<file path="src/design/svf_pkg.sv">
// Shared widths, item and configuration types, and saturation helpers
// for the state-variable filter. No dependencies.
package svf_pkg;

    localparam int SAMPLE_W    = 24;
    localparam int STATE_W     = 32;
    localparam int COEF_W      = 24;
    localparam int MIX_W       = 18;
    localparam int COEF_FRAC   = 20;
    localparam int MIX_FRAC    = 16;
    localparam int CFG_IDX_W   = 3;
    localparam int CFG_DATA_W  = COEF_W;
    localparam int SUM_W       = SAMPLE_W + 1;
    localparam int WIDE_W      = (STATE_W > SAMPLE_W) ? STATE_W : SAMPLE_W;
    localparam int V3_W        = WIDE_W + 2;
    localparam int MAG_W       = V3_W;
    localparam int CM_W        = COEF_W + 1;
    localparam int PROD_W      = MAG_W + CM_W;
    localparam int TERM_W      = PROD_W + 2 - MIX_FRAC;
    localparam int ACC_W       = TERM_W + 2;
    localparam int QUEUE_DEPTH = 2;
    localparam int QPTR_W      = $clog2(QUEUE_DEPTH);

    typedef struct packed {
        logic        [COEF_W-1:0] g1;
        logic        [COEF_W-1:0] g2;
        logic        [COEF_W-1:0] g3;
        logic        [COEF_W-1:0] rq;
        logic signed [MIX_W-1:0]  low_mix;
        logic signed [MIX_W-1:0]  high_mix;
        logic signed [MIX_W-1:0]  band_mix;
        logic signed [MIX_W-1:0]  reject_mix;
    } t_cfg;

    typedef struct packed {
        logic signed [SAMPLE_W-1:0] x;
        logic signed [SUM_W-1:0]    sum;
    } t_item;

    function automatic logic signed [STATE_W-1:0] sat_state(input logic signed [ACC_W-1:0] v);
        logic [ACC_W-STATE_W:0] top_bits;
        top_bits = v[ACC_W-1:STATE_W-1];
        if (top_bits == '0 || top_bits == '1) begin
            sat_state = v[STATE_W-1:0];
        end else if (v[ACC_W-1]) begin
            sat_state = {1'b1, {(STATE_W-1){1'b0}}};
        end else begin
            sat_state = {1'b0, {(STATE_W-1){1'b1}}};
        end
    endfunction

    function automatic logic signed [SAMPLE_W-1:0] sat_sample(input logic signed [ACC_W-1:0] v);
        logic [ACC_W-SAMPLE_W:0] top_bits;
        top_bits = v[ACC_W-1:SAMPLE_W-1];
        if (top_bits == '0 || top_bits == '1) begin
            sat_sample = v[SAMPLE_W-1:0];
        end else if (v[ACC_W-1]) begin
            sat_sample = {1'b1, {(SAMPLE_W-1){1'b0}}};
        end else begin
            sat_sample = {1'b0, {(SAMPLE_W-1){1'b1}}};
        end
    endfunction

endpackage

</file>
<file path="src/design/svf_front.sv">
// Input side of the filter: accepts samples, keeps the previous sample and
// forms their sum, and queues items for the back end. Uses svf_pkg.
module svf_front import svf_pkg::*; (
    input  logic                       i_clk,
    input  logic                       i_rst_n,
    input  logic                       i_push,
    output logic                       o_full,
    input  logic signed [SAMPLE_W-1:0] i_sample_in,
    output logic                       o_item_vld,
    output t_item                      o_item,
    input  logic                       i_item_take
);

    logic signed [SAMPLE_W-1:0] r_prev;
    t_item                      r_mem [QUEUE_DEPTH];
    logic [QPTR_W-1:0]          r_wr_ptr;
    logic [QPTR_W-1:0]          r_rd_ptr;
    logic [QPTR_W:0]            r_count;
    logic                       accept;
    logic                       take;
    t_item                      new_item;

    assign o_full     = (r_count == (QPTR_W+1)'(QUEUE_DEPTH));
    assign o_item_vld = (r_count != '0);
    assign o_item     = r_mem[r_rd_ptr];
    assign accept     = i_push && !o_full;
    assign take       = i_item_take && o_item_vld;

    always_comb begin
        new_item.x   = i_sample_in;
        new_item.sum = {i_sample_in[SAMPLE_W-1], i_sample_in} + {r_prev[SAMPLE_W-1], r_prev};
    end

    always_ff @(posedge i_clk) begin
        if (!i_rst_n) begin
            r_prev   <= '0;
            r_wr_ptr <= '0;
            r_rd_ptr <= '0;
            r_count  <= '0;
        end else begin
            if (accept) begin
                r_mem[r_wr_ptr] <= new_item;
                r_prev          <= i_sample_in;
                r_wr_ptr        <= (r_wr_ptr == QPTR_W'(QUEUE_DEPTH-1)) ? '0 : r_wr_ptr + 1'b1;
            end
            if (take) begin
                r_rd_ptr <= (r_rd_ptr == QPTR_W'(QUEUE_DEPTH-1)) ? '0 : r_rd_ptr + 1'b1;
            end
            if (accept && !take) begin
                r_count <= r_count + 1'b1;
            end else if (take && !accept) begin
                r_count <= r_count - 1'b1;
            end
        end
    end

endmodule

</file>
<file path="src/design/svf_back.sv">
// Back end of the filter: sequencer, shared rounding multiplier pipeline,
// integrator states and the output register. Uses svf_pkg.
module svf_back import svf_pkg::*; (
    input  logic                       i_clk,
    input  logic                       i_rst_n,
    input  t_cfg                       i_cfg,
    input  logic                       i_item_vld,
    input  t_item                      i_item,
    output logic                       o_item_take,
    input  logic                       i_pop,
    output logic                       o_empty,
    output logic signed [SAMPLE_W-1:0] o_sample_out
);

    typedef enum logic [2:0] {
        S_IDLE, S_COEF, S_UPD, S_DAMP, S_SPLIT, S_MIX, S_DONE
    } t_state;

    typedef enum logic [1:0] {
        DST_BAND, DST_LOW, DST_DAMP, DST_OUT
    } t_dst;

    localparam logic [3:0] OP_G1     = 4'd0;
    localparam logic [3:0] OP_G2     = 4'd1;
    localparam logic [3:0] OP_G3     = 4'd2;
    localparam logic [3:0] OP_G4     = 4'd3;
    localparam logic [3:0] OP_DAMP   = 4'd4;
    localparam logic [3:0] OP_LOW    = 4'd5;
    localparam logic [3:0] OP_HIGH   = 4'd6;
    localparam logic [3:0] OP_BAND   = 4'd7;
    localparam logic [3:0] OP_REJECT = 4'd8;
    localparam logic [3:0] OP_END    = 4'd9;

    localparam logic [PROD_W:0] HALF_COEF = (PROD_W+1)'(1) << (COEF_FRAC-1);
    localparam logic [PROD_W:0] HALF_MIX  = (PROD_W+1)'(1) << (MIX_FRAC-1);

    function automatic logic signed [V3_W-1:0] ext_state(input logic signed [STATE_W-1:0] v);
        ext_state = {{(V3_W-STATE_W){v[STATE_W-1]}}, v};
    endfunction

    function automatic logic signed [ACC_W-1:0] acc_state(input logic signed [STATE_W-1:0] v);
        acc_state = {{(ACC_W-STATE_W){v[STATE_W-1]}}, v};
    endfunction

    function automatic logic [CM_W-1:0] mix_mag(input logic signed [MIX_W-1:0] m);
        logic [MIX_W-1:0] u;
        u = m[MIX_W-1] ? (~m + 1'b1) : m;
        mix_mag = {{(CM_W-MIX_W){1'b0}}, u};
    endfunction

    t_state                     r_state;
    logic [3:0]                 r_op;
    logic signed [SAMPLE_W-1:0] r_x;
    logic signed [V3_W-1:0]     r_v3;
    logic signed [STATE_W-1:0]  r_band;
    logic signed [STATE_W-1:0]  r_low;
    logic signed [STATE_W-1:0]  r_hp;
    logic signed [STATE_W-1:0]  r_br;
    logic signed [ACC_W-1:0]    r_acc_band;
    logic signed [ACC_W-1:0]    r_acc_low;
    logic signed [ACC_W-1:0]    r_acc_damp;
    logic signed [ACC_W-1:0]    r_acc_out;
    logic signed [SAMPLE_W-1:0] r_out;
    logic                       r_out_vld;

    logic                       r_s1_vld;
    logic [MAG_W-1:0]           r_s1_a;
    logic [CM_W-1:0]            r_s1_c;
    logic                       r_s1_neg;
    logic                       r_s1_mix;
    t_dst                       r_s1_dst;
    logic                       r_s2_vld;
    logic [PROD_W-1:0]          r_s2_prod;
    logic                       r_s2_neg;
    logic                       r_s2_mix;
    t_dst                       r_s2_dst;
    logic                       r_s3_vld;
    logic signed [ACC_W-1:0]    r_s3_term;
    t_dst                       r_s3_dst;

    logic                       issue;
    logic                       pipe_busy;
    logic signed [V3_W-1:0]     op_a;
    logic [CM_W-1:0]            op_c;
    logic                       op_gneg;
    logic                       op_mix;
    t_dst                       op_dst;
    logic [MAG_W-1:0]           a_mag;
    logic [PROD_W:0]            rnd_sum;
    logic [TERM_W-2:0]          term_mag;
    logic signed [ACC_W-1:0]    term_ext;
    logic signed [V3_W-1:0]     sum_ext;
    logic signed [V3_W-1:0]     low_twice;
    logic signed [ACC_W-1:0]    x_ext;
    logic signed [ACC_W-1:0]    x_damped;

    assign issue = (r_state == S_COEF && r_op != OP_DAMP)
                || (r_state == S_DAMP && r_op != OP_LOW)
                || (r_state == S_MIX  && r_op != OP_END);
    assign pipe_busy    = r_s1_vld || r_s2_vld || r_s3_vld;
    assign o_item_take  = (r_state == S_IDLE) && i_item_vld;
    assign o_empty      = !r_out_vld;
    assign o_sample_out = r_out;

    assign sum_ext   = {{(V3_W-SUM_W){i_item.sum[SUM_W-1]}}, i_item.sum};
    assign low_twice = {{(V3_W-STATE_W-1){r_low[STATE_W-1]}}, r_low, 1'b0};
    assign x_ext     = {{(ACC_W-SAMPLE_W){r_x[SAMPLE_W-1]}}, r_x};
    assign x_damped  = x_ext - r_acc_damp;

    always_comb begin
        op_a    = '0;
        op_c    = '0;
        op_gneg = 1'b0;
        op_mix  = 1'b0;
        op_dst  = DST_BAND;
        unique case (r_op)
            OP_G1: begin
                op_a = r_v3;
                op_c = {1'b0, i_cfg.g1};
            end
            OP_G2: begin
                op_a    = ext_state(r_band);
                op_c    = {1'b0, i_cfg.g2};
                op_gneg = 1'b1;
            end
            OP_G3: begin
                op_a   = r_v3;
                op_c   = {1'b0, i_cfg.g3};
                op_dst = DST_LOW;
            end
            OP_G4: begin
                op_a   = ext_state(r_band);
                op_c   = {i_cfg.g1, 1'b0};
                op_dst = DST_LOW;
            end
            OP_DAMP: begin
                op_a   = ext_state(r_band);
                op_c   = {1'b0, i_cfg.rq};
                op_dst = DST_DAMP;
            end
            OP_LOW: begin
                op_a    = ext_state(r_low);
                op_c    = mix_mag(i_cfg.low_mix);
                op_gneg = i_cfg.low_mix[MIX_W-1];
                op_mix  = 1'b1;
                op_dst  = DST_OUT;
            end
            OP_HIGH: begin
                op_a    = ext_state(r_hp);
                op_c    = mix_mag(i_cfg.high_mix);
                op_gneg = i_cfg.high_mix[MIX_W-1];
                op_mix  = 1'b1;
                op_dst  = DST_OUT;
            end
            OP_BAND: begin
                op_a    = ext_state(r_band);
                op_c    = mix_mag(i_cfg.band_mix);
                op_gneg = i_cfg.band_mix[MIX_W-1];
                op_mix  = 1'b1;
                op_dst  = DST_OUT;
            end
            OP_REJECT: begin
                op_a    = ext_state(r_br);
                op_c    = mix_mag(i_cfg.reject_mix);
                op_gneg = i_cfg.reject_mix[MIX_W-1];
                op_mix  = 1'b1;
                op_dst  = DST_OUT;
            end
            default: begin
                op_a = '0;
            end
        endcase
    end

    assign a_mag = op_a[V3_W-1] ? (~op_a + 1'b1) : op_a;

    // Products are rounded on the magnitude, halves away from zero.
    always_comb begin
        rnd_sum  = {1'b0, r_s2_prod} + (r_s2_mix ? HALF_MIX : HALF_COEF);
        term_mag = r_s2_mix ? rnd_sum[PROD_W:MIX_FRAC] : (TERM_W-1)'(rnd_sum >> COEF_FRAC);
        term_ext = {{(ACC_W-TERM_W+1){1'b0}}, term_mag};
    end

    always_ff @(posedge i_clk) begin
        if (!i_rst_n) begin
            r_s1_vld <= 1'b0;
            r_s2_vld <= 1'b0;
            r_s3_vld <= 1'b0;
        end else begin
            r_s1_vld <= issue;
            r_s2_vld <= r_s1_vld;
            r_s3_vld <= r_s2_vld;
        end
        r_s1_a    <= a_mag;
        r_s1_c    <= op_c;
        r_s1_neg  <= op_a[V3_W-1] ^ op_gneg;
        r_s1_mix  <= op_mix;
        r_s1_dst  <= op_dst;
        r_s2_prod <= r_s1_a * r_s1_c;
        r_s2_neg  <= r_s1_neg;
        r_s2_mix  <= r_s1_mix;
        r_s2_dst  <= r_s1_dst;
        r_s3_term <= r_s2_neg ? -term_ext : term_ext;
        r_s3_dst  <= r_s2_dst;
    end

    always_ff @(posedge i_clk) begin
        if (!i_rst_n) begin
            r_state   <= S_IDLE;
            r_op      <= OP_G1;
            r_band    <= '0;
            r_low     <= '0;
            r_out_vld <= 1'b0;
        end else begin
            if (i_pop && r_out_vld && r_state != S_DONE) begin
                r_out_vld <= 1'b0;
            end
            if (issue) begin
                r_op <= r_op + 4'd1;
            end
            if (r_s3_vld) begin
                unique case (r_s3_dst)
                    DST_BAND: r_acc_band <= r_acc_band + r_s3_term;
                    DST_LOW:  r_acc_low  <= r_acc_low + r_s3_term;
                    DST_DAMP: r_acc_damp <= r_acc_damp + r_s3_term;
                    DST_OUT:  r_acc_out  <= r_acc_out + r_s3_term;
                    default:  r_acc_out  <= r_acc_out;
                endcase
            end
            unique case (r_state)
                S_IDLE: begin
                    if (i_item_vld) begin
                        r_x        <= i_item.x;
                        r_v3       <= sum_ext - low_twice;
                        r_acc_band <= acc_state(r_band);
                        r_acc_low  <= acc_state(r_low);
                        r_op       <= OP_G1;
                        r_state    <= S_COEF;
                    end
                end
                S_COEF: begin
                    if (!issue && !pipe_busy) begin
                        r_state <= S_UPD;
                    end
                end
                S_UPD: begin
                    r_band     <= sat_state(r_acc_band);
                    r_low      <= sat_state(r_acc_low);
                    r_acc_damp <= '0;
                    r_state    <= S_DAMP;
                end
                S_DAMP: begin
                    if (!issue && !pipe_busy) begin
                        r_state <= S_SPLIT;
                    end
                end
                S_SPLIT: begin
                    r_br      <= sat_state(x_damped);
                    r_hp      <= sat_state(x_damped - acc_state(r_low));
                    r_acc_out <= '0;
                    r_state   <= S_MIX;
                end
                S_MIX: begin
                    if (!issue && !pipe_busy) begin
                        r_state <= S_DONE;
                    end
                end
                S_DONE: begin
                    if (!r_out_vld || i_pop) begin
                        r_out     <= sat_sample(r_acc_out);
                        r_out_vld <= 1'b1;
                        r_state   <= S_IDLE;
                    end
                end
                default: begin
                    r_state <= S_IDLE;
                end
            endcase
        end
    end

endmodule

</file>
<file path="src/design/state_variable_filter_mix.sv">
// Top level of the trapezoidal state-variable filter with output mix.
// Holds the configuration registers and connects svf_front and svf_back.
// Uses svf_pkg.
//
// Each item is one signed Q1.23 sample and gives one mixed Q1.23 result.
// In the back end, nine rounded products run one after another through
// a single multiply pipeline, in three dependent groups (integrator
// update, damping, output mix), each group waiting for the pipeline to
// drain. Two items can wait in the input queue and one finished result
// in the output register. Coefficients are unsigned Q4.20, mix gains
// signed Q2.16, and the fourth gain is twice g1. Write the registers
// only while the block is idle.
module state_variable_filter_mix import svf_pkg::*; (
    input  logic                         i_clk,
    input  logic                         i_rst_n,
    input  logic                         push,
    output logic                         full,
    input  logic signed [SAMPLE_W-1:0]   i_sample_in,
    output logic                         empty,
    input  logic                         pop,
    output logic signed [SAMPLE_W-1:0]   o_sample_out,
    input  logic                         valid,
    output logic                         ready,
    input  logic        [CFG_IDX_W-1:0]  i_cfg_index,
    input  logic        [CFG_DATA_W-1:0] i_cfg_data
);

    typedef enum logic [CFG_IDX_W-1:0] {
        REG_G1, REG_G2, REG_G3, REG_DAMPING,
        REG_LOW_MIX, REG_HIGH_MIX, REG_BAND_MIX, REG_REJECT_MIX
    } t_reg_idx;

    t_cfg  r_cfg;
    logic  item_vld;
    t_item item;
    logic  item_take;

    assign ready = 1'b1;

    always_ff @(posedge i_clk) begin
        if (!i_rst_n) begin
            r_cfg.g1         <= '0;
            r_cfg.g2         <= '0;
            r_cfg.g3         <= '0;
            r_cfg.rq         <= '0;
            r_cfg.low_mix    <= {2'b01, {(MIX_W-2){1'b0}}};
            r_cfg.high_mix   <= '0;
            r_cfg.band_mix   <= '0;
            r_cfg.reject_mix <= '0;
        end else if (valid && ready) begin
            unique case (t_reg_idx'(i_cfg_index))
                REG_G1:         r_cfg.g1         <= i_cfg_data[COEF_W-1:0];
                REG_G2:         r_cfg.g2         <= i_cfg_data[COEF_W-1:0];
                REG_G3:         r_cfg.g3         <= i_cfg_data[COEF_W-1:0];
                REG_DAMPING:    r_cfg.rq         <= i_cfg_data[COEF_W-1:0];
                REG_LOW_MIX:    r_cfg.low_mix    <= i_cfg_data[MIX_W-1:0];
                REG_HIGH_MIX:   r_cfg.high_mix   <= i_cfg_data[MIX_W-1:0];
                REG_BAND_MIX:   r_cfg.band_mix   <= i_cfg_data[MIX_W-1:0];
                REG_REJECT_MIX: r_cfg.reject_mix <= i_cfg_data[MIX_W-1:0];
                default:        r_cfg            <= r_cfg;
            endcase
        end
    end

    svf_front u_front (
        .i_clk       (i_clk),
        .i_rst_n     (i_rst_n),
        .i_push      (push),
        .o_full      (full),
        .i_sample_in (i_sample_in),
        .o_item_vld  (item_vld),
        .o_item      (item),
        .i_item_take (item_take)
    );

    svf_back u_back (
        .i_clk        (i_clk),
        .i_rst_n      (i_rst_n),
        .i_cfg        (r_cfg),
        .i_item_vld   (item_vld),
        .i_item       (item),
        .o_item_take  (item_take),
        .i_pop        (pop),
        .o_empty      (empty),
        .o_sample_out (o_sample_out)
    );

endmodule
</file>
<file path="config.mk">
export PLATFORM = sky130hd
export DESIGN_NAME = state_variable_filter_mix
export DESIGN_NICKNAME = d
export VERILOG_FILES = /design/src/design/svf_pkg.sv /design/src/design/svf_front.sv /design/src/design/svf_back.sv /design/src/design/state_variable_filter_mix.sv
export SDC_FILE = /design/constraint.sdc
export NUM_CORES = 2
export LEC_CHECK = 0
export ABC_AREA = 1
export BUFFER_PORTS_ARGS = -buffer_cell sky130_fd_sc_hd__buf_2
export CORE_MARGIN = 3
export CORE_UTILIZATION = 46
export DETAILED_ROUTE_END_ITERATION = 6
export GPL_TIMING_DRIVEN = 0
export SYNTH_ARGS = -nofsm -noshare
export SYNTH_HDL_FRONTEND = slang
export SYNTH_SLANG_ARGS = --single-unit
</file>
<file path="constraint.sdc">
create_clock -name i_clk -period 13.8 [get_ports i_clk]
set_clock_uncertainty 0.05 [all_clocks]
set_input_delay 1.38 -clock i_clk [delete_from_list [all_inputs] [get_ports i_clk]]
set_output_delay 1.38 -clock i_clk [all_outputs]
set_load 0.02 [all_outputs]
</file>
==> results_dict.tcl <==
set metrics [dict create \
    place_area_sq_um 90700 \
    crit_required_ns 14.40 \
    h-tree-depth 3 \
    ir_drop_mv 0.226 \
    cts.sinks 864 \
    worst_slack_ns 4.32 \
    fin_setup_tns_ns 0 \
    ys_async_sr_fraction_pct 0 \
    arrival_ns 10.08 \
    cts_tree "done" \
    clk_latency_ns 0.80 \
    finalCritPeriodShare_pct 68.7 \
    antenna_left 0 \
    die_h_microns 440 \
    grt_pass1_vias 80900 \
    cts.clk_slew.worst_paths_ns 0.06 \
    fin_crit_ns 9.48 \
    synth_top_area_share_pct 17.1 \
    postLayoutCellArea_sq_um 94200 \
    p_leak_uw 0.0458 \
    dpl.hpwl_mm 302 \
    io_pins 83 \
    status "finished, violations left" \
    vias_per_cell 5.65 \
    synthesis.area_sq_um 86800 \
    grt_max_degree 65 \
    layout_commonest_cell "nand2_1" \
    synthCells 11900 \
    synth_area_leaders "fa_1 (17%), edfxtp_1 (15%), nand2_1 (12%)" \
    yosys.area_share.simple_pct 21.8 \
    slew_headroom_pct -0.152 \
    coreArea_sq_um 186000 \
    dr.first_iter.drc_count 8292 \
    cts_resized 0 \
    start_util_pct 46.6 \
    fillers 18700 \
    layout_common_cells "nand2_1 (2768), inv_1 (2253), nor2_1 (1163), a21oi_1 (872), fa_1 (740)" \
    worstSetupPathType "register to register" \
    synth_xor_area_share_pct 2.71 \
    synth-compound-area-share_pct 13.5 \
    drv_cap 1 \
    finalHoldWorstSlack_ns 0.280 \
    hold_viol_final 0 \
    grt_pass1_wl_mm 532 \
    maxSlewViolCount 1 \
    grt_overflow_total 0 \
    die_w_microns 440 \
    routed_wl_mm 369 \
    setup_viol 0 \
    drive_gt1_share_pct 3.53 \
    violations "design-rule violations, max-capacitance violations, max-slew violations" \
    syn-num-nets 13300 \
    grt_setup_unrepaired "no" \
    synth_top_family_by_area "adder cells" \
    synth.area.mux_share_pct 0.633 \
    root_buffer "clkbuf_16" \
    synth_top_flop_cell "edfxtp_1" \
    nets 13400 \
    dieArea_sq_um 194000 \
    track_usage_pct 37.6 \
    synth_area_per_cell_sq_um 7.28 \
    syn2layout_area_growth_pct 8.53 \
    min_path_type "register to register" \
    tightest_slew_ns 1.50 \
    yosys_warnings 0 \
    vias 83000 \
    drc 20 \
    timing.fmax_ghz 0.105 \
    ys_ff_latch 864 \
    cts_made_buffers 99 \
    antenna_found_initial 19 \
    wire_per_inst_microns 25.1 \
    pre_cts_ws_ns 4.61 \
    synth_enable_flop_cells 432 \
    holdBufCountCts 0 \
    synth_fa_ha_area_share_pct 24.8 \
    power_density_nw_per_um2 262 \
    drt_pass1_iterations 7 \
    routabilityCongestion 1.01 \
    crit_fanout 10 \
    cts_buffer_depth 3 \
    io_buffers 71 \
    cts_setup_buffers 0 \
    synthDistinctLibCells 69 \
    synth-seq-area-share_pct 24.9 \
    start_kind "register" \
    yosys.area.top_type "fa_1" \
    end_kind "register" \
    rows 158 \
]
-- power breakdown --
group	internal [uW]	total, uW	switching, uW
Clock	1620	2830	1210
Sequential	3640	4600	961
Combinational	5100	17200	12100
Total	10400	24600	14300
-- Yosys cell counts, types with 7 or more instances --
master / number
a21boi_0: 27
nor2_2: 13
nand3b_1: 13
or2_2: 26
o21a_1: 52
a211oi_1: 56
a21o_1: 29
a21oi_1: 874
o21ai_2: 7
ha_1: 536
and3_1: 9
fa_1: 740
nand2_1: 2768
o21ai_0: 719
o211ai_1: 46
dfxtp_1: 432
nand4_1: 124
inv_2: 9
nor2_1: 1166
xor2_1: 176
clkbuf_1: 365
o21bai_1: 50
edfxtp_1: 432
o21ai_1: 24
buf_1: 19
mux2_2: 47
o22ai_1: 11
nor3_1: 116
a221oi_1: 26
xnor2_1: 93
a31oi_1: 112
inv_1: 2253
nand2_2: 9
nor4_1: 51
o2111ai_1: 11
o221ai_1: 9
buf_2: 21
a22o_1: 8
nand3_1: 367
-- registers in the layout, indices dropped and copies added (netlist names), 3 cells and up, named ones only --
name / cells
u_front.r_prev: 24
u_back.r_state: 3
u_back.r_op: 4
u_back.r_s1_a: 34
u_back.r_s1_c: 25
u_back.r_band: 32
u_back.r_acc_damp: 47
u_back.r_acc_low: 47
u_back.r_low: 32
u_back.r_s3_term: 47
u_back.r_hp: 32
u_back.r_v3: 34
u_back.r_s2_prod: 44
u_back.o_sample_out: 24
u_back.r_x: 24
u_back.r_acc_band: 47
u_back.r_br: 32
u_front.r_mem: 98
u_back.r_acc_out: 47
r_cfg: 168
-- logic make-up after synthesis --
group,Yosys count
and+or+nand+nor,4682
adders and majority gates,1276
AOI/OAI and AO/OA,2099
buffers and inverters,2682
muxes,49
DFF,864
other,1
xor gates and xnor gates,269
-- final timing paths --
| check | start | to | slack, ns | depth (start not counted) |
|---|---|---|---|---|
| setup / recovery | u_back.r_s1_a[15] | u_back.r_s2_prod[56] | 4.32 | 26 |
| hold / removal | u_back.r_s2_dst[0] | u_back.r_s3_dst[0] | 0.28 | 0 |
| setup reg to reg | u_back.r_s1_a[15] | u_back.r_s2_prod[56] | 4.32 | 26 |
| hold reg to reg | u_back.r_s2_dst[0] | u_back.r_s3_dst[0] | 0.28 | 0 |
-- stage by stage --
step / instances / power (uW) / utilization, %
final: 14700 / 24600 / 50.5
after global routing: 14700 / 26200 / 50.5
after detailed placement: 14500 / 21400 / 48.6
after floorplan: 11900 / 14700 / -
after global placement: 14500 / 21400 / 48.4
after CTS: 14700 / 24300 / 50.5
-- layer usage --
metal / part of all wire [%] / GRT usage (%)
met1: 40 / 47.2
met2: 45 / 59.4
met3: 8.2 / 6.83
met4: 7.8 / 24.3
met5: 0.015 / 0
-- critical path, cell delays in order, from the launching register on --
cell and delay, ns:
dfxtp_1 0.30, clkbuf_1 0.74, clkbuf_1 0.89, nand2_1 0.23
inv_1 0.14, fa_1 0.48, fa_1 0.54, inv_1 0.06
fa_1 0.49, fa_1 0.53, inv_1 0.06, fa_1 0.52
fa_1 0.52, inv_1 0.06, fa_1 0.51, inv_1 0.05
ha_1 0.44, a21oi_1 0.73, o21ai_0 0.40, a21oi_1 0.21
nand3_1 0.25, a21oi_1 0.42, o21ai_0 0.36, nand3_1 0.19
nand2_1 0.07, nand2_1 0.06, nand2_1 0.05
-- cell type report --
type                    count  area [sq um]  area share (%)
clock buffers             133          2780            2.95
diodes                     17          42.5          0.0452
flip-flops and latches    864         21600            23.0
plain buffers             414          1640            1.74
repair buffers             91           686           0.728
well taps                2480          3100            3.29
multi-input cells        8376         55100            58.5
clock inverters            54           708           0.752
inverters                2268          8510            9.04
Power figures use the tool's default switching activity.
